==> config.mk <==
export PLATFORM = sky130hd
export DESIGN_NAME = rsc_fifo
export DESIGN_NICKNAME = d
export VERILOG_FILES = /design/src/hdl/rsc_pkg.sv /design/src/hdl/rsc_fifo.sv
export SDC_FILE = /design/constraint.sdc
export NUM_CORES = 1
export LEC_CHECK = 0
export ABC_AREA = 0
export BUFFER_PORTS_ARGS = -buffer_cell sky130_fd_sc_hd__buf_2
export CAP_MARGIN = 20
export CORE_MARGIN = 2
export CORE_UTILIZATION = 57
export CTS_CLUSTER_DIAMETER = 120
export DETAILED_ROUTE_END_ITERATION = 6
export PLACE_DENSITY = 0.79
export SLEW_MARGIN = 5
export SYNTH_ARGS = -nofsm -noshare
export SYNTH_HDL_FRONTEND = slang
export SYNTH_SLANG_ARGS = --single-unit
==> constraint.sdc <==
create_clock -name clk -period 10.95 [get_ports clk]
set_input_delay 2.19 -clock clk [delete_from_list [all_inputs] [get_ports clk]]
set_output_delay 2.19 -clock clk [all_outputs]
set_load 0.02 [all_outputs]
==> src/hdl/rsc_pkg.sv <==
// Shared types and constants for the scissor clip block.
// No dependencies.
package rsc_pkg;

	localparam int CW         = 16;         // coordinate / texture width
	localparam int CFG_IDX_W  = 3;          // register index width (writes beyond 3 ignored)
	localparam int DIV_STAGES = 16;         // one quotient bit per stage
	localparam int NUM_W      = 2*CW + 2;   // 2*span*moved + extent
	localparam int FIFO_DEPTH = 4;
	localparam int FIFO_AW    = 2;

	localparam logic [CFG_IDX_W-1:0] REG_SC_LEFT   = 3'd0;
	localparam logic [CFG_IDX_W-1:0] REG_SC_TOP    = 3'd1;
	localparam logic [CFG_IDX_W-1:0] REG_SC_RIGHT  = 3'd2;
	localparam logic [CFG_IDX_W-1:0] REG_SC_BOTTOM = 3'd3;

	typedef struct packed {
		logic signed [CW-1:0] dst_left;
		logic signed [CW-1:0] dst_top;
		logic signed [CW-1:0] dst_right;
		logic signed [CW-1:0] dst_bottom;
		logic [CW-1:0]        tex_u0;
		logic [CW-1:0]        tex_v0;
		logic [CW-1:0]        tex_u1;
		logic [CW-1:0]        tex_v1;
		logic [CW-1:0]        instance_tag;
	} in_item_t;

	typedef struct packed {
		logic signed [CW-1:0] out_left;
		logic signed [CW-1:0] out_top;
		logic signed [CW-1:0] out_right;
		logic signed [CW-1:0] out_bottom;
		logic [CW-1:0]        out_u0;
		logic [CW-1:0]        out_v0;
		logic [CW-1:0]        out_u1;
		logic [CW-1:0]        out_v1;
		logic [CW-1:0]        out_tag;
	} out_item_t;

	// Fields that ride alongside the dividers.
	typedef struct packed {
		logic [CW-1:0] cl;
		logic [CW-1:0] ct;
		logic [CW-1:0] cr;
		logic [CW-1:0] cb;
		logic [CW-1:0] u0;
		logic [CW-1:0] v0;
		logic [CW-1:0] u1;
		logic [CW-1:0] v1;
		logic [CW-1:0] tag;
		logic          neg_u;
		logic          neg_v;
	} side_t;

	// Classified item from front to back.
	typedef struct packed {
		side_t         side;
		logic [CW-1:0] mag_u;
		logic [CW-1:0] mag_v;
		logic [CW-1:0] mv_l;
		logic [CW-1:0] mv_t;
		logic [CW-1:0] mv_r;
		logic [CW-1:0] mv_b;
		logic [CW-1:0] w;
		logic [CW-1:0] h;
	} work_t;

	typedef struct packed {
		logic push;
		logic pop;
		logic full;
		logic empty;
	} fifo_ctl_t;

endpackage

==> src/hdl/rsc_fifo.sv <==
// Short queue decoupling the front end from the divider pipeline.
// Depends on rsc_pkg.
module rsc_fifo (
	input  logic              clk,
	input  logic              arst_n,
	input  rsc_pkg::fifo_ctl_t ctl_in,
	output rsc_pkg::fifo_ctl_t ctl_out,
	input  rsc_pkg::work_t    wdata,
	output rsc_pkg::work_t    rdata
);
	rsc_pkg::work_t                mem_q [rsc_pkg::FIFO_DEPTH];
	logic [rsc_pkg::FIFO_AW-1:0]   wp_q, rp_q;
	logic [rsc_pkg::FIFO_AW:0]     cnt_q;
	logic                          do_push, do_pop;

	assign ctl_out.full  = cnt_q == (rsc_pkg::FIFO_AW+1)'(rsc_pkg::FIFO_DEPTH);
	assign ctl_out.empty = cnt_q == '0;
	assign ctl_out.push  = do_push;
	assign ctl_out.pop   = do_pop;
	assign do_push = ctl_in.push && !ctl_out.full;
	assign do_pop  = ctl_in.pop && !ctl_out.empty;
	assign rdata   = mem_q[rp_q];

	always_ff @(posedge clk) begin
		if (do_push) mem_q[wp_q] <= wdata;
	end

	always_ff @(posedge clk or negedge arst_n) begin
		if (!arst_n) begin
			wp_q  <= '0;
			rp_q  <= '0;
			cnt_q <= '0;
		end else begin
			if (do_push) wp_q <= wp_q + 1'b1;
			if (do_pop) rp_q <= rp_q + 1'b1;
			cnt_q <= cnt_q + (rsc_pkg::FIFO_AW+1)'(do_push) - (rsc_pkg::FIFO_AW+1)'(do_pop);
		end
	end
endmodule

======== Word level (Yosys, flattened, before mapping) ========
Memory sizes are Yosys's and may differ from the RTL's.
Cells that the tools add are included.
storage, ports and cells
  register bits after elaboration ......... 7
  latch bits .............................. 0
  memory bits (writable) .................. 1096
  bits in read-only memories .............. 0
  output and inout bits ................... 278
  logic and storage cells ................. 16
  memories ................................ 1
memories
  memory  depth  width  rd ports  clocked after memory_dff  wr ports  line            source
  mem_q   4      274    1         0                         1         rsc_fifo.sv:11  rsc_pkg::work_t mem_q [rsc_pkg::FIFO_DEPTH];
operators by class
  $add $sub $neg .......................... 4
  multipliers ............................. 0
  divide/modulo/power cells ............... 0
  magnitude comparators ................... 0
  equal/unequal tests ..................... 1
  shift operators ......................... 0
  mux-type cells .......................... 2
  bitwise gates (word level) .............. 0
  reductions and logical operators ........ 5
operator list
  cell                                         number
  adder 2 x 1 -> 2 bit, second input constant  2
  adder 3 x 1 -> 3 bit                         1
  == test 3 bit, second input constant         1
  logical NOT 3 bit                            1
  subtractor 3 x 1 -> 3 bit                    1
  logical AND 1 bit                            2
  logical NOT 1 bit                            2
  two-way mux 1 bit                            2

======== Depth between registers and ports, before layout ========
Gate-level depths: netlist of the first run.
  word-level depth ........................ 5
  gate-level depth with buffers ........... 8

======== Least setup slack after synthesis of the first run ========
OpenSTA, ideal clock, no wires.
  kind .................................... input to register
  start point ............................. input ctl_in[3] (netlist name)
  end point ............................... memory mem_q[0][0] (netlist name) (enable)
  setup time .............................. 0.672 ns
  arrival time ............................ 8.474 ns
  data required time ...................... 10.278 ns
  slack ................................... 1.803 ns
  stages on the path ...................... 1
  cells stage by stage .................... and3b_1
between the ends
  word-level cells in the longest chain between the ends .. 3
ends and longest elaborated chain
  element                                  line            source
  from (decl)                              rsc_fifo.sv:6   input rsc_pkg::fifo_ctl_t ctl_in,
  logical AND 1 bit                        rsc_fifo.sv:20  assign do_push = ctl_in.push && !ctl_out.full;
  two-way mux 1 bit                        rsc_fifo.sv:25  if (do_push) mem_q[wp_q] <= wdata;
  two-way mux 1 bit (implied by the code)  rsc_fifo.sv:25
  to (decl)                                rsc_fifo.sv:11
No other way between the ends.

==> results.md, run 1 <==
- Share of Yosys cell area claimed by the top area cell type: 0.812
- Via Count: 18500
- Total track usage: 0.230
- Worst EP arrival: 3.53 ns
- Most numerous cell in the Yosys netlist: edfxtp_1
- Net Count, Synth: 1763
- Die width: 271 um
- Fin. Hold Viols: 0
- Fin util: 0.678
- Cts hold-fix bufs: 0
- Ys flop type: edfxtp_1
- # rows: 97
- Final setup viols: 0
- CP Capture Type: output pin
- Fin crit period: 5.72 ns
- Switching pwr: 4.36 mW
- Fill cells: 4224
- Total global routing overflow: 0
- CTS Sinks: 1103
- Worst path required time: 8.76 ns
- Asr flop ratio synth: 0.00635
- Max Fanout on Critical Path: 50
- First-pass GRT wire length: 124 mm
- Netlist cell types: 23
- Crit path kind: register to output pin
- Final Cycle Share: 0.523
- Antenna violations before repair: 34
- Yosys top cell by area: edfxtp_1
- Final WL: 84.9 mm
- Syn. warnings: 0
- Vias in the first global route: 19400
- Post-route insts no fill: 3141
- Dpl hpwl: 49.9 mm
- Sequential cell area: 33100 sq um
- Internal power: 9.12 mW
- CTS tree: built
- Root buffer cell: clkbuf_16
- Min-Delay Path Class: register to register
- Multi-input gate area: 6920 sq um
- Clock Skews: 0.0167 ns
- F_max: 175 MHz
- IO Pins: 558
- Share of layout cells above drive strength 1: 0.401
- Final Wtd Congestion: 0.765
- Status: complete, no violations
- Avg Cell Area, Syn: 27.5 sq um
- Pin count of the biggest net entering global routing: 165
- Worst relative slew slack: 0.209
- Startpoint type of the worst setup path: register
- Static leakage: 16.4 nW
- Die Y: 271 um
- WL/cell: 27.0 um
- Total iterations of the first detailed-routing run: 5
- Post-Synthesis Cell Area: 40500 sq um
- Post_cts resized: 0
- Logic pwr share: 0.310
- Core area: 70100 sq um
- CTS Buffer Depth: 3
- Area Growth Syn to Fin: 17.4%
- Clk pwr share: 0.256
- Flop pwr share: 0.434
- Number of buffers added for setup after CTS: 0
- Clock buffers created by TritonCTS: 105
- IO buf count: 555
- Setup TNS: 0 ns
- Worst-skew pair later-pin latency: 0.65 ns
- RSZ-0062 raised after global routing: no
- Sequential share of the synthesized area: 0.817
- # H-tree levels: 3
- Leading post-synthesis cells by cell area: edfxtp_1 81%, mux4_2 8.4%, mux4_1 8.0%
- Clock slew at reported path FFs: 0.06 ns
- Worst-Margin Slew: 1.19 ns
- Maxcap violations: 0
- Layout Nets: 2381
- Die area: 73200 sq um
- Pwr per Cell Area: 283 nW/um^2
- Initial Util: 0.578
- Sw Ratio: 0.324
- Vias per cell: 5.90
- Mapped Cells: 1476
- Max-slew violations: 0
- Dpl cells: 2926
- DRT antenna net count: 0
- Violation count after the first detailed-route iteration: 1692
- Post-synth EDFFs: 1096
- Synth cell count leaders: 1096 x edfxtp_1, 151 x mux4_2, 123 x mux4_1
- #FFs+latches synth: 1103
- Drt drc: 0
- VDD IR max: 0.000217 V
-- cells in the final DEF (no fill, tap or decap), drive strengths merged --
master    instances
and3b             4
nand2             1
buf             575
inv              11
clkbuf          128
nand2b            4
xnor2             4
edfxtp         1096
nor3b             1
nor3              1
ha                6
diode            24
mux4            274
bufinv            8
clkinv           45
o31ai             1
o211ai            2
o311ai            1
dfrtp             7
nor2b             1
nand4bb           2
fa                1
clkinvlp          4
-- layout make-up --
type / count / share of cell area
Antenna cell: 24 / 0.00126
Clock buffer: 128 / 0.0570
Clock inverter: 62 / 0.0125
Inverter: 6 / 0.000473
Multi-Input combinational cell: 303 / 0.145
Sequential cell: 1103 / 0.696
Tap cell: 940 / 0.0247
Timing Repair Buffer: 575 / 0.0630
-- through the flow --
stage	hold slack, ns	power [mW]	area (sq um)	setup slack, ns
after global placement	0.574	10.0	44200	5.52
final	0.607	13.5	47600	5.23
after detailed placement	0.603	10.1	44200	5.50
after floorplan	0.543	8.93	40500	1.80
after CTS	0.619	13.6	47500	4.95
after global routing	0.660	13.9	47600	4.97
-- logic make-up (layout without fill, tap and decap cells) --
kind of cell    Yosys count  after routing  share of synthesized area
flops                  1103           1103                      0.817
buf+inv                  70            771                     0.0131
fa+ha+maj                 7              7                    0.00235
mux                     274            274                      0.164
other cells               0             24                          0
simple gates             14             14                    0.00272
xor+xnor                  4              4                   0.000864
compound gates            4              4                   0.000772
-- worst paths after layout --
kind                               start            end  slack, ns  cells after the start
worst max-delay path             rp_q[0]     rdata[170]       5.23                      3
worst min-delay path             wp_q[1]        wp_q[1]       0.61                      2
worst max register to register  cnt_q[2]  mem_q[0][176]       7.15                      4
worst min register to register   wp_q[1]        wp_q[1]       0.61                      2
max in group asynchronous         arst_n        rp_q[1]       9.40                      1
min in group asynchronous         arst_n       cnt_q[1]       1.37                      1
-- routing by layer --
metal	global-route usage	vias to the layer above	routed length (um)
met2	0.394	743	45300
met4	0.0971	22	2960
li1	-	7823	-
met3	0.0673	181	6420
met1	0.276	9764	30100
met5	0	-	134
-- critical path, cell delays in order, from the launching register on --
cell and delay, ns:
dfrtp_4 1.02, buf_4 0.82, mux4_1 0.74, buf_2 0.20
-- sequential cells by signal, summed over array words and instances (netlist names) --
signal,flops
rp_q,2
mem_q,1096
cnt_q,3
wp_q,2
-- power groups by stage --
stage               Clock, mW  Combinational (mW)  Sequential, mW
CTS                      3.51                4.22            5.86
global route             3.66                4.37            5.92
floorplan                   0                2.94            6.00
global placement            0                4.16            5.85
finish                   3.45                4.18            5.85
detailed placement          0                4.18            5.92
(Power assumes the default switching activity.)
==> run 2, diff against run 1 <==
==> constraint.sdc (replaced) <==
create_clock -name clk -period 5.6 [get_ports clk]
set_input_delay 1.12 -clock clk [delete_from_list [all_inputs] [get_ports clk]]
set_output_delay 1.12 -clock clk [all_outputs]
set_load 0.02 [all_outputs]
==> results.md, run 2 (synthesized netlist as in run 1, its figures left out) <==
- Status: complete, no violations
- Maxcap violations: 0
- Fin crit period: 4.27 ns
- Final setup viols: 0
- Startpoint type of the worst setup path: register
- Worst slack, placed: 1.99 ns
- First-pass GRT wire length: 126 mm
- CTS Buffer Depth: 3
- Cts hold-fix bufs: 0
- Worst relative slew slack: 0.423
- Antenna violations before repair: 35
- DRT antenna net count: 0
- Static leakage: 16.7 nW
- Post_cts resized: 0
- # rows: 97
- Clock slew at reported path FFs: 0.06 ns
- Worst-skew pair later-pin latency: 0.66 ns
- Final Cycle Share: 0.763
- VDD IR max: 0.000486 V
- Worst hold slack: 0.273 ns
- Final WL: 86.2 mm
- IO Pins: 558
- Placed cell area: 44400 sq um
- Root buffer cell: clkbuf_16
- CP Buf/Inv Count: 2
- Max Fanout on Critical Path: 37
- Crit-path cells: buf_4 -> mux4_1 -> buf_2
- Max reg flops: 1096
- Clock buffers created by TritonCTS: 108
- RSZ-0062 raised after global routing: no
- IO buf count: 555
- Violation count after the first detailed-route iteration: 1607
- Vias in the first global route: 19400
- CTS Sinks: 1103
- Cell count along the critical path: 3
- Reg2reg start: cnt_q[2]
- Critical Path Sink: rdata[91]
- Layout Nets: 2395
- Clock Skews: 0.0315 ns
- Total global routing overflow: 0
- Area Growth Syn to Fin: 18.9%
- Setup TNS: 0 ns
- Reg-to-reg critical path endpoint: mem_q[1][191]
- Core area: 70100 sq um
- Cells on worst reg2reg path: 3
- Crit path kind: register to output pin
- Vias per cell: 5.89
- Slowest CP cell: dfrtp_4
- Share of layout cells above drive strength 1: 0.411
- CP Capture Type: output pin
- Number of buffers added for setup after CTS: 0
- Final worst setup slack: 1.33 ns
- Fin util: 0.687
- Die Y: 271 um
- WL/cell: 27.3 um
- Worst-Margin Slew: 0.866 ns
- Via Count: 18600
- Crit-path max cell delay: 0.97 ns
- Initial Util: 0.578
- # H-tree levels: 3
- Die width: 271 um
- Final Wtd Congestion: 0.765
- Worst EP arrival: 3.15 ns
- Fin. Hold Viols: 0
- CTS tree: built
- Largest regs: mem_q x1096, cnt_q x3
- Drt drc: 0
- Worst path required time: 4.48 ns
- Total track usage: 0.235
- Pwr per Cell Area: 564 nW/um^2
- Delay-heaviest family, CP: flip-flops
- Post-Layout Inst Area: 48200 sq um
- F_max: 234 MHz
- Dpl hpwl: 50.7 mm
- Die area: 73200 sq um
- Reg with most FFs: mem_q
- Pin count of the biggest net entering global routing: 110
- Min-Delay Path Class: primary input to asynchronous set/reset pin
- Total iterations of the first detailed-routing run: 7
- Fill cells: 4192
- Max-slew violations: 0
- CP startpoint: rp_q[0]
- Flop2flop setup slack: 2.97 ns
- Most common library cell in the layout ignoring fill and taps: edfxtp_1
- Most frequent cells in the layout: 1096 x edfxtp_1, 555 x buf_2, 151 x mux4_2
-- run 2: cell count changes in the layout (fill, tap and decap cells not counted), sizes merged --
cell / previous run / this run
bufinv: 8 / 17
buf: 575 / 586
diode: 24 / 23
clkinv: 45 / 37
clkinvlp: 4 / 6
clkbuf: 128 / 134
inv: 11 / 14
-- run 2: metrics by stage --
| step | std cells | power (mW) |
|---|---|---|
| after CTS | 3140 | 27.5 |
| after floorplan | 1476 | 17.2 |
| final | 3163 | 27.2 |
| after detailed placement | 2938 | 19.9 |
| after global routing | 3155 | 28.1 |
| after global placement | 2938 | 19.7 |
-- run 2: worst min-delay path by stage --
stage	endpoint	depth (start not counted)	from
after floorplan	wp_q[1]	2	wp_q[1]
after global placement	wp_q[1]	2	wp_q[1]
after detailed placement	wp_q[1]	2	wp_q[1]
after CTS	wp_q[0]	1	arst_n
after global routing	wp_q[0]	1	arst_n
final	cnt_q[0]	1	arst_n
-- run 2: worst reg2reg max path: stages, from the launching register on --
cell,delay [ns]
dfrtp_1,0.46
nor3b_2,0.24
and3b_4,0.81
buf_12,0.57
-- run 2: report_power, final --
part | leakage [nW] | internal (mW) | switching [mW] | total (mW)
Sequential | 10.1 | 10.9 | 0.534 | 11.4
Combinational | 4.78 | 3.19 | 5.13 | 8.32
Clock | 1.80 | 4.43 | 3.02 | 7.45
-- run 2: metal layers --
layer,routed length [um],GRT usage,share of wire,vias up
met3,7220,0.0689,0.084,180
li1,-,-,-,7868
met5,235,0,0.0027,-
met2,45900,0.405,0.53,797
met4,3000,0.0939,0.035,34
met1,29900,0.281,0.35,9756
-- run 2: area by class of cell --
class                           instances  area [sq um]  area share
Inverter                                6          22.5    0.000468
Multi-Input combinational cell        303          6920       0.144
Clock inverter                         68           866      0.0180
Sequential cell                      1103         33100       0.687
Tap cell                              940          1180      0.0244
Timing Repair Buffer                  586          3190      0.0661
Antenna cell                           23          57.6     0.00119
Clock buffer                          134          2850      0.0592
==> run 3, diff against run 2 <==
==> constraint.sdc (replaced) <==
create_clock -name clk -period 4.25 [get_ports clk]
set_input_delay 0.85 -clock clk [delete_from_list [all_inputs] [get_ports clk]]
set_output_delay 0.85 -clock clk [all_outputs]
set_load 0.02 [all_outputs]
==> results.md, run 3 (synthesized netlist as in run 1, its figures left out) <==
- Status: complete, no violations
- Clock buffers created by TritonCTS: 103
- Startpoint type of the worst setup path: register
- Max-slew violations: 0
- Vias per cell: 5.94
- Final Cycle Share: 0.874
- Post_cts resized: 0
- CTS Buffer Depth: 3
- Area Growth Syn to Fin: 18.1%
- Most common library cell in the layout ignoring fill and taps: edfxtp_1
- Worst EP arrival: 2.86 ns
- Final Wtd Congestion: 0.788
- Cells on worst reg2reg path: 3
- Pwr Total: 34.8 mW
- WL/cell: 28.2 um
- # H-tree levels: 3
- Crit path kind: register to output pin
- CP startpoint: rp_q[0]
- Share of layout cells above drive strength 1: 0.410
- Fill cells: 4221
- F_max: 269 MHz
- Reg-to-reg critical path endpoint: mem_q[3][67]
- Setup TNS: 0 ns
- Reg2reg start: cnt_q[2]
- Total track usage: 0.243
- Antenna violations before repair: 32
- Total global routing overflow: 0
- Dpl hpwl: 54.1 mm
- Worst path required time: 3.40 ns
- Worst-skew pair later-pin latency: 0.66 ns
- Most frequent cells in the layout: 1096 x edfxtp_1, 555 x buf_2, 151 x mux4_2
- Violation count after the first detailed-route iteration: 1576
- Maxcap violations: 0
- DRT antenna net count: 0
- Worst-Margin Slew: 0.892 ns
- Number of buffers added for setup after CTS: 0
- RSZ-0062 raised after global routing: no
- Cts hold-fix bufs: 1
- Die Y: 271 um
- Core area: 70100 sq um
- Drt drc: 0
- CTS Sinks: 1103
- Worst relative slew slack: 0.406
- # rows: 97
- Max reg flops: 1096
- Total iterations of the first detailed-routing run: 5
- Pin count of the biggest net entering global routing: 100
- Vias in the first global route: 19900
- Initial Util: 0.578
- Pwr per Cell Area: 727 nW/um^2
- Cells on Worst Hold Path: 1
- Final setup viols: 0
- Largest regs: mem_q x1096, cnt_q x3
- Via Count: 18800
- VDD IR max: 0.000526 V
- IO buf count: 555
- Root buffer cell: clkbuf_16
- Clock slew at reported path FFs: 0.07 ns
- Critical Path Sink: rdata[97]
- Max Fanout on Critical Path: 26
- Static leakage: 16.6 nW
- CP Capture Type: output pin
- Die width: 271 um
- Layout Nets: 2412
- CTS tree: built
- Reg with most FFs: mem_q
- Clock Skews: 0.0253 ns
- Flop2flop setup slack: 1.77 ns
- Final WL: 89.4 mm
- Min-Delay Path Class: primary input to register
- Fin. Hold Viols: 0
- Die area: 73200 sq um
- Fin crit period: 3.71 ns
- IO Pins: 558
- First-pass GRT wire length: 130 mm
run 3: cell types whose count changed in the layout (fill, tap and decap cells not counted), moves of 2 or more:
cell        change
buf_12          +7
diode_2         +2
clkbuf_8        -3
bufinv_16      -12
inv_6           -5
clkinv_2        +5
buf_4          +14
clkbuf_16       -5
clkinvlp_4      -4
clkinv_4        +2
run 3: cell type report:
class                           instances  area [sq um]  area share
Timing Repair Buffer                  608          3440      0.0719
Clock inverter                         53           453     0.00946
Antenna cell                           25          62.6     0.00131
Sequential cell                      1103         33100       0.692
Tap cell                              940          1180      0.0246
Inverter                                6          22.5    0.000471
Clock buffer                          127          2690      0.0562
Multi-Input combinational cell        303          6920       0.145
run 3: critical path, cell delays in order, from the launching register on:
cell and delay [ns]:
dfrtp_4 0.76, buf_4 0.55, mux4_1 0.69, buf_2 0.20
run 3: power breakdown:
| part | switching, mW | internal (mW) | leakage (nW) |
|---|---|---|---|
| combinational | 6.95 | 4.30 | 4.91 |
| clock | 3.78 | 4.80 | 1.54 |
| sequential | 0.643 | 14.3 | 10.1 |
run 3: through the flow:
stage          instance area (sq um)  worst slack, ns  hold WS (ns)   util  instances
2_1_floorplan                  40500            0.682         0.543      -       1476
3_3_place_gp                   44600             1.17         0.575  0.636       2959
3_5_place_dp                   44600             1.15         0.611  0.636       2959
4_1_cts                        47800            0.416         0.356  0.681       3140
5_1_grt                        47800            0.377         0.378  0.682       3157
6_report                       47900            0.536         0.406  0.682       3165
run 3: how the worst min path moves through the flow:
stage	startpoint	to	slack [ns]
detailed placement	wp_q[0]	wp_q[0]	0.61
finish	wdata[119]	mem_q[1][119]	0.41
global route	wdata[52]	mem_q[2][52]	0.38
CTS	wdata[119]	mem_q[1][119]	0.36
global placement	wp_q[1]	wp_q[1]	0.58
floorplan	wp_q[1]	wp_q[1]	0.54
run 3: per-layer routing:
metal | part of all wire | GRT usage
met4 | 0.034 | 0.0954
met2 | 0.54 | 0.422
met5 | 0.0016 | 0
met3 | 0.079 | 0.0620
met1 | 0.35 | 0.294
