<file path="config.mk">
export PLATFORM = sky130hd
export DESIGN_NAME = rsc_front
export DESIGN_NICKNAME = d
export VERILOG_FILES = /design/src/hdl/rsc_pkg.sv /design/src/hdl/rsc_front.sv
export SDC_FILE = /design/constraint.sdc
export NUM_CORES = 1
export LEC_CHECK = 0
export BUFFER_PORTS_ARGS = -buffer_cell sky130_fd_sc_hd__buf_2
export CELL_PAD_IN_SITES_DETAIL_PLACEMENT = 1
export CELL_PAD_IN_SITES_GLOBAL_PLACEMENT = 1
export CORE_MARGIN = 1.5
export CORE_UTILIZATION = 30
export DETAILED_ROUTE_END_ITERATION = 8
export HOLD_SLACK_MARGIN = 0.05
export PLACE_DENSITY_LB_ADDON = 0.1
export SETUP_SLACK_MARGIN = 0.3
export SLEW_MARGIN = 25
export SYNTH_ARGS = -nofsm -noshare
export SYNTH_HDL_FRONTEND = slang
export SYNTH_SLANG_ARGS = --single-unit
</file>
<file path="constraint.sdc">
create_clock -name clk -period 8.7 [get_ports clk]
set_input_delay 1.305 -clock clk [delete_from_list [all_inputs] [get_ports clk]]
set_output_delay 1.305 -clock clk [all_outputs]
set_load 0.005 [all_outputs]
</file>
<file path="src/hdl/rsc_pkg.sv">
// Shared types and constants for the scissor clip block.
// No dependencies.
package rsc_pkg;

	localparam int CW         = 16;         // coordinate / texture width
	localparam int CFG_IDX_W  = 3;          // register index width (writes beyond 3 ignored)
	localparam int DIV_STAGES = 16;         // one quotient bit per stage
	localparam int NUM_W      = 2*CW + 2;   // 2*span*moved + extent
	localparam int FIFO_DEPTH = 4;
	localparam int FIFO_AW    = 2;

	localparam logic [CFG_IDX_W-1:0] REG_SC_LEFT   = 3'd0;
	localparam logic [CFG_IDX_W-1:0] REG_SC_TOP    = 3'd1;
	localparam logic [CFG_IDX_W-1:0] REG_SC_RIGHT  = 3'd2;
	localparam logic [CFG_IDX_W-1:0] REG_SC_BOTTOM = 3'd3;

	typedef struct packed {
		logic signed [CW-1:0] dst_left;
		logic signed [CW-1:0] dst_top;
		logic signed [CW-1:0] dst_right;
		logic signed [CW-1:0] dst_bottom;
		logic [CW-1:0]        tex_u0;
		logic [CW-1:0]        tex_v0;
		logic [CW-1:0]        tex_u1;
		logic [CW-1:0]        tex_v1;
		logic [CW-1:0]        instance_tag;
	} in_item_t;

	typedef struct packed {
		logic signed [CW-1:0] out_left;
		logic signed [CW-1:0] out_top;
		logic signed [CW-1:0] out_right;
		logic signed [CW-1:0] out_bottom;
		logic [CW-1:0]        out_u0;
		logic [CW-1:0]        out_v0;
		logic [CW-1:0]        out_u1;
		logic [CW-1:0]        out_v1;
		logic [CW-1:0]        out_tag;
	} out_item_t;

	// Fields that ride alongside the dividers.
	typedef struct packed {
		logic [CW-1:0] cl;
		logic [CW-1:0] ct;
		logic [CW-1:0] cr;
		logic [CW-1:0] cb;
		logic [CW-1:0] u0;
		logic [CW-1:0] v0;
		logic [CW-1:0] u1;
		logic [CW-1:0] v1;
		logic [CW-1:0] tag;
		logic          neg_u;
		logic          neg_v;
	} side_t;

	// Classified item from front to back.
	typedef struct packed {
		side_t         side;
		logic [CW-1:0] mag_u;
		logic [CW-1:0] mag_v;
		logic [CW-1:0] mv_l;
		logic [CW-1:0] mv_t;
		logic [CW-1:0] mv_r;
		logic [CW-1:0] mv_b;
		logic [CW-1:0] w;
		logic [CW-1:0] h;
	} work_t;

	typedef struct packed {
		logic push;
		logic pop;
		logic full;
		logic empty;
	} fifo_ctl_t;

endpackage

</file>
<file path="src/hdl/rsc_front.sv">
// Front end: scissor registers, edge clipping, cull test, divider operands.
// Depends on rsc_pkg.
module rsc_front (
	input  logic                              clk,
	input  logic                              arst_n,
	input  logic                              cfg_valid,
	input  logic [rsc_pkg::CFG_IDX_W-1:0]     cfg_index,
	input  logic [rsc_pkg::CW-1:0]            cfg_data,
	input  rsc_pkg::in_item_t                 item,
	output logic                              keep,
	output rsc_pkg::work_t                    work
);
	logic signed [rsc_pkg::CW-1:0] sc_l_q, sc_t_q, sc_r_q, sc_b_q;
	logic signed [rsc_pkg::CW-1:0] cl, ct, cr, cb;
	logic signed [rsc_pkg::CW:0]   cw, ch, su, sv, w, h, ml, mt, mr, mb;
	logic                          clip_l, clip_t, clip_r, clip_b;

	always_ff @(posedge clk or negedge arst_n) begin
		if (!arst_n) begin
			sc_l_q <= 16'sh8000;
			sc_t_q <= 16'sh8000;
			sc_r_q <= 16'sh7fff;
			sc_b_q <= 16'sh7fff;
		end else if (cfg_valid) begin
			case (cfg_index)
				rsc_pkg::REG_SC_LEFT:   sc_l_q <= cfg_data;
				rsc_pkg::REG_SC_TOP:    sc_t_q <= cfg_data;
				rsc_pkg::REG_SC_RIGHT:  sc_r_q <= cfg_data;
				rsc_pkg::REG_SC_BOTTOM: sc_b_q <= cfg_data;
				default: ;
			endcase
		end
	end

	always_comb begin
		clip_l = item.dst_left < sc_l_q;
		clip_t = item.dst_top < sc_t_q;
		clip_r = item.dst_right > sc_r_q;
		clip_b = item.dst_bottom > sc_b_q;
		cl = clip_l ? sc_l_q : item.dst_left;
		ct = clip_t ? sc_t_q : item.dst_top;
		cr = clip_r ? sc_r_q : item.dst_right;
		cb = clip_b ? sc_b_q : item.dst_bottom;
		cw = 17'(cr) - 17'(cl);
		ch = 17'(cb) - 17'(ct);
		keep = (cw > 0) && (ch > 0);
		// surviving rect: original extents are in 1..65535, moves below them
		w  = 17'(item.dst_right) - 17'(item.dst_left);
		h  = 17'(item.dst_bottom) - 17'(item.dst_top);
		su = $signed({1'b0, item.tex_u1}) - $signed({1'b0, item.tex_u0});
		sv = $signed({1'b0, item.tex_v1}) - $signed({1'b0, item.tex_v0});
		ml = clip_l ? 17'(sc_l_q) - 17'(item.dst_left) : '0;
		mt = clip_t ? 17'(sc_t_q) - 17'(item.dst_top) : '0;
		mr = clip_r ? 17'(item.dst_right) - 17'(sc_r_q) : '0;
		mb = clip_b ? 17'(item.dst_bottom) - 17'(sc_b_q) : '0;

		work.side.cl    = cl;
		work.side.ct    = ct;
		work.side.cr    = cr;
		work.side.cb    = cb;
		work.side.u0    = item.tex_u0;
		work.side.v0    = item.tex_v0;
		work.side.u1    = item.tex_u1;
		work.side.v1    = item.tex_v1;
		work.side.tag   = item.instance_tag;
		work.side.neg_u = su[rsc_pkg::CW];
		work.side.neg_v = sv[rsc_pkg::CW];
		work.mag_u = su[rsc_pkg::CW] ? 16'(-su) : su[rsc_pkg::CW-1:0];
		work.mag_v = sv[rsc_pkg::CW] ? 16'(-sv) : sv[rsc_pkg::CW-1:0];
		work.mv_l  = ml[rsc_pkg::CW-1:0];
		work.mv_t  = mt[rsc_pkg::CW-1:0];
		work.mv_r  = mr[rsc_pkg::CW-1:0];
		work.mv_b  = mb[rsc_pkg::CW-1:0];
		work.w     = w[rsc_pkg::CW-1:0];
		work.h     = h[rsc_pkg::CW-1:0];
	end
endmodule

</file>
## Yosys cells after proc, flatten, opt, wreduce, memory -nomap -nowiden

Index checks and enable logic that the tools add are counted.
Widths: inputs -> output; s select.

- Bits in registers: 64
- Input port bits: 166
- Output and inout port bits: 275
- Logic and storage cells: 41

- Add/subtract/negate cells: 12
- Order comparisons: 6
- Eq/ne operators: 3
- Muxes and demuxes: 10
- Reductions and logical operators: 6

Operators by type and width:

| cell | count |
|---|---|
| $mux 16 | 10 |
| $sub 16x16->16 | 6 |
| $sub 16x16->17 | 4 |
| $gt 17x1->1 const B | 2 |
| $gt 16x16->1 | 2 |
| $lt 16x16->1 | 2 |
| $neg 16->16 | 2 |
| $reduce_and 2->1 | 4 |
| $eq 3x2->1 const B | 2 |
| $eq 3x1->1 const B | 1 |
| $logic_not 3->1 | 1 |
| $logic_and 1x1->1 | 1 |

## Depth between registers and ports, before layout

Gate-level depths: netlist of the first run.

- Depth after elaboration: 5
- Depth in mapped cells: 30
- Depth with buffers taken out: 29

## Worst setup path after synthesis of the first run

No wires, ideal clock.

- Path type: input-to-output
- Start: input port item[121] (netlist bit)
- End: output port keep
- Data arrival time: 6525 ps
- Required time: 7395 ps
- Slack: 870 ps
- Cell stages on the path: 28
- Path buffers: 1
- Path through: inv_1 -> ha_1 -> a21o_1 -> a21o_1 -> a21oi_1 -> o21ai_0 -> a2111oi_0 -> o21ai_0 -> nand2_1 -> buf_1 -> nand2_1 -> o21ai_0 -> ha_1 -> inv_1 -> fa_1 -> a21o_1 -> a21oi_1 -> o21ai_0 -> a21oi_1 -> o21ai_0 -> a211o_1 -> a21oi_1 -> mux2i_1 -> a311oi_1 -> a31oi_1 -> nand4_1 -> nand3_1 -> a41oi_1

RTL lines:

| what | RTL line | RTL |
|---|---|---|
| start: declaration | rsc_front.sv:9 | `input rsc_pkg::in_item_t item,` |
| end: declaration | rsc_front.sv:10 | `output logic keep,` |

## Worst setup path after layout of the first run

- Start: input port item[128] (netlist bit)
- End: output port keep

- Longest elaborated chain between the ends: 5

Ends and longest elaborated chain:

| what | RTL line | RTL |
|---|---|---|
| $lt 16x16->1 | rsc_front.sv:36 | `clip_l = item.dst_left < sc_l_q;` |
| $mux 16 * | rsc_front.sv:40 | `cl = clip_l ? sc_l_q : item.dst_left;` |
| $sub 16x16->17 * | rsc_front.sv:44 | `cw = 17'(cr) - 17'(cl);` |
| $gt 17x1->1 * | rsc_front.sv:46 | `keep = (cw > 0) && (ch > 0);` |
| $logic_and 1x1->1 * | rsc_front.sv:46 |  |

Mark *: on every way between the ends. The rest lies on a longest branch, timed or not.

==> impl_metrics.py, run 1 <==
metrics = {
    "outcome": {
        "status": "finished clean",
    },
    "finish": {
        "synthToLayoutAreaGrowth_pct": 22.1,
        "final_nets": 2315,
        "register_area_um2": 1640,
        "multi_input_area_um2": 9010,
        "drive_above_1_share_pct": 28.8,
        "fill_cells": 5079,
        "fin_util_pct": 37.1,
    },
    "global_routing": {
        "first_global_vias": 13100,
        "grt_pass1_wl_um": 72800,
        "grtUsageTotal_pct": 22.4,
        "grt_max_degree": 65,
        "grt_overflow": 0,
        "antenna_found_initial": 4,
    },
    "pwr": {
        "peakVddDrop_mv": 0.0977,
        "p_leak_nw": 7.59,
        "power.density_nw_per_um2": 244,
        "p_total_mw": 3.59,
    },
    "setup_path": {
        "r2r-start": "sc_l_q[6]$_DFFE_PN0P_",
        "reg2reg_setup_slack_ps": 7790,
        "reg2reg_depth": 1,
        "required_ps": 7390,
        "cp-endpoint": "keep",
        "crit_chain": "buf_2, ha_1, inv_1, fa_1, nand3_1, a21oi_1, o31ai_2, buf_4, a211oi_2, nor2_4, buf_4, mux2i_1, ha_1, a21o_1, o21ai_0, nand3_1, nor3_1, o221ai_1, a31oi_1, nand4_1, or4_1, nor3_1, a41oi_2, buf_2",
        "rr_endpoint": "sc_l_q[6]$_DFFE_PN0P_",
        "critPathLaunchType": "input port",
        "critPathKind": "in2out",
        "worst_setup_path_end_kind": "output pin",
        "crit_arrival_ps": 6790,
        "slowest_stage": "mux2i_1",
        "crit_fanout": 17,
        "critical_path.max_stage_delay_ps": 510,
        "worstSetupStartpoint": "item[128]",
    },
    "floorplanning": {
        "initial_utilization_pct": 30.4,
        "fp.dieW_um": 204,
        "design.die.area_um2": 41500,
        "die_h_um": 204,
        "core_um2": 39700,
        "core.rowCount": 73,
        "io_pins": 441,
    },
    "timing": {
        "timing.hold.ws_ps": 511,
        "hold_viol": 0,
        "period_share_pct": 93.0,
        "rsz0062_at_grt": "false",
        "timing.fmax_mhz": 124,
        "min_period_ps": 8090,
        "slew_headroom_pct": 31.6,
        "setup_violations": 0,
        "slew_violations": 0,
        "fin_skew_ps": 0,
        "tightest_slew_ps": 997,
    },
    "synthesis": {
        "yosys-top-cells-area": "ha_1 16%, inv_1 7.1%, dfstp_2 7.0%",
        "synth_seq_cells": 64,
        "synth_top_family_by_area": "compound AO/OA/AOI/OAI gates",
        "synth.cell_area_um2": 12100,
        "syn_avg_cell_area_um2": 7.33,
        "synth_warnings": 0,
        "synthTopCellsByCount": "228 x inv_1, 154 x ha_1, 145 x nand2_1, 145 x nor2_1, 142 x o21ai_0",
        "synth_ff_type": "dfstp_2",
        "synth_top_area_cell": "ha_1",
        "synth-edff-count": 0,
        "yosysUniqueCellTypes": 76,
        "yosysMostFrequentCell": "inv_1",
        "syn_nets": 1976,
        "ys_seq_area_share_pct": 13.6,
        "synth-compound-area-share_pct": 20.8,
        "synthSimpleGateAreaFrac_pct": 19.1,
        "synth_xor_area_share_pct": 7.62,
        "synthAdderAreaFrac_pct": 18.0,
        "synth_top_area_share_pct": 16.0,
        "synthMuxAreaShare_pct": 7.86,
        "syn_inst": 1646,
        "synthArstFlopShare_pct": 100,
    },
    "placement": {
        "numPortBuffers": 408,
        "post-dp-hpwl_um": 42000,
        "place_congestion": 0.926,
    },
    "cts": {
        "cts_buffers": 9,
        "ctsHoldBuffers": 0,
        "cts.reportedPaths.clkPinSlew_ps": 50,
        "tritoncts": "built",
        "insertion_delay_ps": 330,
        "htreeDepth": 3,
        "ctsRootBufferMaster": "clkbuf_16",
        "cts_buffer_depth": 2,
        "clock_sink_count": 64,
    },
    "drt": {
        "drt-total-wl_um": 47700,
        "vias_per_cell": 5.10,
        "drtIter0Drc": 510,
        "drc": 0,
        "ant_nets": 0,
        "first_pass_iters": 5,
        "vias": 12800,
        "wl_per_cell_um": 19.0,
    },
    "hold_path": {
        "holdCritPathClass": "reg2reg",
    },
    "run": {
        "cap_violations": 0,
    },
}
worst max-delay path, delay by kind of cell:
family	cells	cell delay, ps
compound gates	8	1510
simple gates	7	1610
buf+inv	5	870
fa+ha+maj	3	970
mux	1	510
kinds of logic (layout without fill, tap and decap cells):
group                    count (synthesis)  count (layout)
flip-flops                              64              64
other                                    0               1
XOR/XNOR                               105             105
AND/OR/NAND/NOR                        486             486
adder cells (fa/ha/maj)                169             169
AO/OA/AOI/OAI                          398             398
buffers and inverters                  336             680
multiplexers                            88              88
how the worst min path moves through the flow:
stage / start / to / slack (ps) / cells after the start
after detailed placement: sc_b_q[15]$_DFFE_PN0P_ / sc_b_q[15]$_DFFE_PN0P_ / 500 / 1
after global routing: sc_b_q[15]$_DFFE_PN0P_ / sc_b_q[15]$_DFFE_PN0P_ / 540 / 1
after floorplan: sc_b_q[15]$_DFFE_PN0P_ / sc_b_q[15]$_DFFE_PN0P_ / 480 / 1
after CTS: sc_b_q[15]$_DFFE_PN0P_ / sc_b_q[15]$_DFFE_PN0P_ / 510 / 1
after global placement: sc_b_q[15]$_DFFE_PN0P_ / sc_b_q[15]$_DFFE_PN0P_ / 500 / 1
final: sc_b_q[15]$_DFFE_PN0P_ / sc_b_q[15]$_DFFE_PN0P_ / 510 / 1
cell usage in the layout (no fill, tap or decap), drive strengths merged, types with 41 or more instances in the layout:
cell type / instances
mux2: 51
xnor2: 77
buf: 436
o21ai: 143
ha: 154
nor3: 41
nor2: 146
inv: 228
a21oi: 88
nand2: 145
flip-flops by register name, indices dropped and copies added (netlist names):
| name | count |
|---|---|
| sc_l_q | 16 |
| sc_t_q | 16 |
| sc_r_q | 16 |
| sc_b_q | 16 |
what timing repair did:
action | 4_1_cts | 5_1_grt
endpoints found under the setup margin | 1 | 1
pin swaps | 2 | 10
resized for setup | 9 | 29
setup buffers | 1 | 5
area by class of cell:
class | count | share of cell area [%]
Antenna cell | 1 | 0.0170
Clock buffer | 10 | 1.55
Clock inverter | 6 | 0.569
Inverter | 228 | 5.80
Multi-Input combinational cell | 1246 | 61.1
Sequential cell | 64 | 11.1
Tap cell | 525 | 4.46
Timing Repair Buffer | 436 | 15.4
report_power, final:
part           internal (mW)  switching (mW)  leakage (nW)
Sequential             0.386          0.0635         0.720
Combinational           1.14            1.63          6.71
Clock                  0.249           0.130         0.156
per-layer routing:
layer,global-route usage [%],wire length (µm),up-vias
li1,-,-,6313
met1,28.3,20900,6130
met2,40.2,23800,334
met3,2.59,1940,59
met4,5.24,1060,4
met5,0,21,-
per-stage QoR:
step                std cells  area [µm²]  TNS (ps)  worst slack (ps)
floorplan                1646       12100         0               870
global placement         2491       14200         0               146
detailed placement       2492       14200     -7.61             -7.61
CTS                      2509       14600         0               309
global route             2515       14700         0               268
finish                   2516       14700         0               609
Power figures use the tool's default switching activity.
==> run 2, diff against run 1 <==
CORE_MARGIN = 4   (was 1.5)
GPL_TIMING_DRIVEN = 0   (was default)
==> impl_metrics.py, run 2 (synthesis results as in run 1) <==
metrics = {
    "global_routing": {
        "first_global_vias": 13700,
        "grt_overflow": 0,
        "grt_max_degree": 34,
        "antenna_found_initial": 6,
        "grtUsageTotal_pct": 22.3,
        "grt_pass1_wl_um": 77800,
    },
    "floorplanning": {
        "core_um2": 39700,
        "io_pins": 441,
        "core.rowCount": 73,
        "design.die.area_um2": 43500,
        "fp.dieW_um": 209,
        "initial_utilization_pct": 30.4,
        "die_h_um": 209,
    },
    "pwr": {
        "p_leak_nw": 8.03,
        "p_total_mw": 3.66,
        "power.density_nw_per_um2": 235,
        "peakVddDrop_mv": 0.101,
    },
    "setup_path": {
        "critPathMostFrequentCell": "inv_1",
        "crit_arrival_ps": 6790,
        "slowest_stage": "a2111o_1",
        "worst_setup_path_end_kind": "output pin",
        "crit_fanout": 10,
        "critPathKind": "in2out",
        "required_ps": 7390,
        "critPathLaunchType": "input port",
        "critical_path.max_stage_delay_ps": 500,
    },
    "drt": {
        "drtIter0Drc": 549,
        "ant_nets": 0,
        "first_pass_iters": 5,
        "vias_per_cell": 5.05,
        "vias": 13300,
        "drt-total-wl_um": 51800,
        "wl_per_cell_um": 19.7,
        "drc": 0,
    },
    "cts": {
        "cts.reportedPaths.clkPinSlew_ps": 50,
        "clock_sink_count": 64,
        "htreeDepth": 3,
        "tritoncts": "built",
        "cts_buffer_depth": 2,
        "ctsRootBufferMaster": "clkbuf_16",
        "cts_buffers": 9,
        "insertion_delay_ps": 340,
    },
    "finish": {
        "final_nets": 2429,
        "final_common_cell": "buf_2",
        "final_cell_mix": "428 x buf_2, 228 x inv_1, 151 x ha_1, 145 x nor2_1, 144 x nand2_1",
        "synthToLayoutAreaGrowth_pct": 29.0,
        "design_area_um2": 15600,
        "drive_above_1_share_pct": 32.6,
    },
    "hold_path": {
        "holdCritPathClass": "reg2reg",
    },
    "timing": {
        "slew_headroom_pct": 36.1,
        "slew_violations": 0,
        "period_share_pct": 93.0,
        "tns_ps": 0,
        "fin_skew_ps": 0,
        "tightest_slew_ps": 955,
        "timing.hold.ws_ps": 521,
        "rsz0062_at_grt": "false",
        "timing.fmax_mhz": 124,
        "hold_viol": 0,
        "min_period_ps": 8090,
        "setup_violations": 0,
        "setup_ws_ps": 607,
    },
    "placement": {
        "place_ws_ps": -984,
        "post-dp-hpwl_um": 45600,
        "place_area_um2": 14900,
        "numPortBuffers": 424,
        "place_congestion": 0.923,
    },
    "outcome": {
        "status": "finished clean",
    },
    "run": {
        "cap_violations": 0,
    },
}
-- run 2: cell count changes in the layout (fill, tap and decap cells not counted), moves of 4 or more --
| cell | previous run | this run |
|---|---|---|
| o21ai_0 | 133 | 129 |
| buf_2 | 408 | 428 |
| buf_4 | 26 | 98 |
| mux2i_1 | 34 | 30 |
| clkbuf_4 | 0 | 4 |
| clkbuf_1 | 1 | 12 |
-- run 2: cell type report --
| cell class | count | area, µm² |
|---|---|---|
| antenna | 3 | 7.51 |
| multi-input combinational | 1246 | 9110 |
| fill | 5122 | 24200 |
| timing repair buffer | 443 | 2270 |
| inverter | 228 | 856 |
| clock inverter | 7 | 47.5 |
| sequential | 64 | 1640 |
| tap | 525 | 657 |
| buffer | 107 | 754 |
| clock buffer | 9 | 225 |
-- run 2: per-stage QoR --
step / cells / utilization, %
floorplan: 1646 / -
global placement: 2595 / 37.4
detailed placement: 2598 / 37.5
CTS: 2623 / 38.6
global route: 2630 / 39.2
finish: 2632 / 39.2
-- run 2: worst paths after layout --
path / start / to / slack, ps / depth (start not counted)
worst max-delay path: item[80] / keep / 610 / 26
worst min-delay path: sc_b_q[15]$_DFFE_PN0P_ / sc_b_q[15]$_DFFE_PN0P_ / 520 / 1
worst max register to register: sc_t_q[1]$_DFFE_PN0P_ / sc_t_q[1]$_DFFE_PN0P_ / 7820 / 1
worst min register to register: sc_b_q[15]$_DFFE_PN0P_ / sc_b_q[15]$_DFFE_PN0P_ / 520 / 1
max in group asynchronous: arst_n / sc_b_q[13]$_DFFE_PN1P_ / 7170 / 2
min in group asynchronous: arst_n / sc_t_q[1]$_DFFE_PN0P_ / 920 / 1
-- run 2: per-layer routing --
layer	up-vias	track usage (%)	wire length [µm]
met5	-	0	52
met4	8	5.51	1440
met3	80	3.39	2300
met2	348	39.0	24800
met1	6321	29.0	23200
li1	6547	-	-
-- run 2: what timing repair did --
action | in CTS | in global routing
gates resized for setup | 39 | 49
buffers inserted | 9 | 7
hold buffers | 0 | 0
pin swaps | 7 | 19
setup endpoints to repair | 1 | 1
-- run 2: critical path: cells and delay by family --
family / cells / cell delay (ps)
compound gates: 12 / 2840
fa+ha+maj: 3 / 980
buf+inv: 6 / 790
simple gates: 5 / 870
-- run 2: power by group --
group          switching (mW)  total (mW)  internal, mW
clock                   0.136       0.329         0.192
sequential             0.0632       0.449         0.386
combinational            1.69        2.88          1.19
total                    1.89        3.66          1.77
==> run 3, diff against run 2 <==
BUFFER_PORTS_ARGS = -buffer_cell sky130_fd_sc_hd__buf_4   (was -buffer_cell sky130_fd_sc_hd__buf_2)
==> impl_metrics.py, run 3 (synthesis results as in run 1) <==
metrics = {
    "timing": {
        "fin_skew_ps": 0,
        "timing.hold.ws_ps": 518,
        "tns_ps": 0,
        "slew_headroom_pct": 31.4,
        "tightest_slew_ps": 1030,
        "period_share_pct": 94.6,
        "setup_violations": 0,
        "hold_viol": 0,
        "slew_violations": 0,
        "min_period_ps": 8230,
        "timing.fmax_mhz": 121,
        "rsz0062_at_grt": "false",
    },
    "drt": {
        "drt-total-wl_um": 52600,
        "drc": 0,
        "drtIter0Drc": 567,
        "ant_nets": 0,
        "wl_per_cell_um": 20.0,
        "vias_per_cell": 5.03,
        "vias": 13200,
        "first_pass_iters": 4,
    },
    "finish": {
        "diodes": 0,
        "final_cells": 2631,
        "synthToLayoutAreaGrowth_pct": 37.7,
        "final_common_cell": "buf_4",
        "drive_above_1_share_pct": 32.3,
        "final_nets": 2431,
        "final_cell_mix": "525 x buf_4, 227 x inv_1, 151 x ha_1, 145 x nor2_1, 144 x nand2_1",
    },
    "cts": {
        "insertion_delay_ps": 320,
        "cts_buffers": 9,
        "tritoncts": "built",
        "cts.reportedPaths.clkPinSlew_ps": 50,
        "ctsHoldBuffers": 0,
        "ctsRootBufferMaster": "clkbuf_16",
        "clock_sink_count": 64,
        "cts_buffer_depth": 2,
        "htreeDepth": 3,
    },
    "floorplanning": {
        "core_um2": 39700,
        "io_pins": 441,
        "design.die.area_um2": 43500,
        "fp.dieW_um": 209,
        "core.rowCount": 73,
        "initial_utilization_pct": 30.4,
        "die_h_um": 209,
    },
    "hold_path": {
        "holdCritPathClass": "reg2reg",
    },
    "global_routing": {
        "grt_pass1_wl_um": 79100,
        "antenna_found_initial": 2,
        "first_global_vias": 13900,
        "grtUsageTotal_pct": 22.6,
        "grt_overflow": 0,
        "grt_max_degree": 65,
    },
    "pwr": {
        "p_leak_nw": 8.39,
        "power.density_nw_per_um2": 235,
        "p_sw_mw": 1.89,
        "internal_power_mw": 2.02,
        "p_sw_share_pct": 48.4,
        "sequentialPowerShare_pct": 11.4,
        "power.share.clock_pct": 9.7,
        "power_frac_comb_pct": 78.9,
        "peakVddDrop_mv": 0.119,
    },
    "setup_path": {
        "critPathLaunchType": "input port",
        "slowest_stage": "ha_1",
        "crit_arrival_ps": 6930,
        "critical_path.max_stage_delay_ps": 450,
        "critPathKind": "in2out",
        "crit_fanout": 10,
        "required_ps": 7390,
        "crit_chain": "buf_4, inv_1, ha_1, inv_1, fa_1, nand3_1, a21oi_1, o31a_1, o41ai_4, clkbuf_4, buf_2, nand2_1, o21ai_0, ha_1, mux2i_1, nand3_1, nor3_1, o221ai_1, a31oi_1, nand4_1, or4_1, nor3_1, a41oi_2, buf_4",
        "worst_setup_path_end_kind": "output pin",
    },
    "outcome": {
        "status": "finished clean",
    },
    "placement": {
        "dp.cells": 2596,
        "place_congestion": 0.929,
        "post-dp-hpwl_um": 46000,
        "numPortBuffers": 424,
    },
    "run": {
        "cap_violations": 0,
    },
}
-- run 3: cell count changes in the layout (fill, tap and decap cells not counted), sizes merged --
cell,previous run,this run
diode,3,0
clkinv,4,1
clkinvlp,2,0
inv,229,228
clkbuf,25,30
buf,534,535
bufinv,0,2
-- run 3: final timing paths --
| kind | start | to | slack, ps | depth (start not counted) |
|---|---|---|---|---|
| max in group asynchronous | arst_n | sc_l_q[14]$_DFFE_PN0P_ | 7070 | 1 |
| min in group asynchronous | arst_n | sc_l_q[1]$_DFFE_PN0P_ | 1080 | 1 |
| worst max register to register | sc_r_q[1]$_DFFE_PN1P_ | sc_r_q[1]$_DFFE_PN1P_ | 7810 | 2 |
| worst min register to register | sc_b_q[15]$_DFFE_PN0P_ | sc_b_q[15]$_DFFE_PN0P_ | 520 | 1 |
| worst max-delay path | item[96] | keep | 470 | 24 |
| worst min-delay path | sc_b_q[15]$_DFFE_PN0P_ | sc_b_q[15]$_DFFE_PN0P_ | 520 | 1 |
-- run 3: timing repair --
item	4_1_cts	5_1_grt
pin swaps	8	14
endpoints found under the setup margin	1	1
setup buffers	10	9
cloned	0	0
resized for setup	34	46
-- run 3: power by group through the flow --
stage | registers (mW) | logic (mW) | clock network [mW]
2_1_floorplan | 0.419 | 1.70 | 0
3_3_place_gp | 0.450 | 2.89 | 0
3_5_place_dp | 0.453 | 2.93 | 0
4_1_cts | 0.449 | 3.01 | 0.390
5_1_grt | 0.455 | 3.38 | 0.404
6_report | 0.448 | 3.09 | 0.378
-- run 3: final cells by class --
| cell class | count | area [µm²] |
|---|---|---|
| repair buffers | 444 | 3330 |
| clock buffers | 13 | 250 |
| clock inverters | 3 | 65.1 |
| fillers | 5045 | 23100 |
| inverters | 228 | 856 |
| multi-input cells | 1246 | 9070 |
| flip-flops and latches | 64 | 1640 |
| plain buffers | 108 | 757 |
| well taps | 525 | 657 |
-- run 3: per-layer routing --
layer | vias to the layer above | track usage, % | wire, µm
met5 | - | 0 | 26
li1 | 6543 | - | -
met3 | 33 | 3.09 | 2170
met1 | 6349 | 29.1 | 23600
met2 | 310 | 41.3 | 26200
met4 | 4 | 2.88 | 558
-- run 3: stage by stage --
stage          power (mW)  util, %  area [µm²]  setup WS (ps)
2_1_floorplan        2.11        -       12100            870
3_3_place_gp         3.34     40.0       15900           -671
3_5_place_dp         3.38     40.1       15900           -837
4_1_cts              3.85     41.3       16400            313
5_1_grt              4.24     41.8       16600            300
6_report             3.91     41.8       16600            469
-- run 3: critical path, delay by kind of cell --
| family | cells | cell delay (ps) |
|---|---|---|
| compound gates | 7 | 1840 |
| fa+ha+maj | 3 | 1030 |
| simple gates | 7 | 1430 |
| mux | 1 | 240 |
| buf+inv | 6 | 1050 |
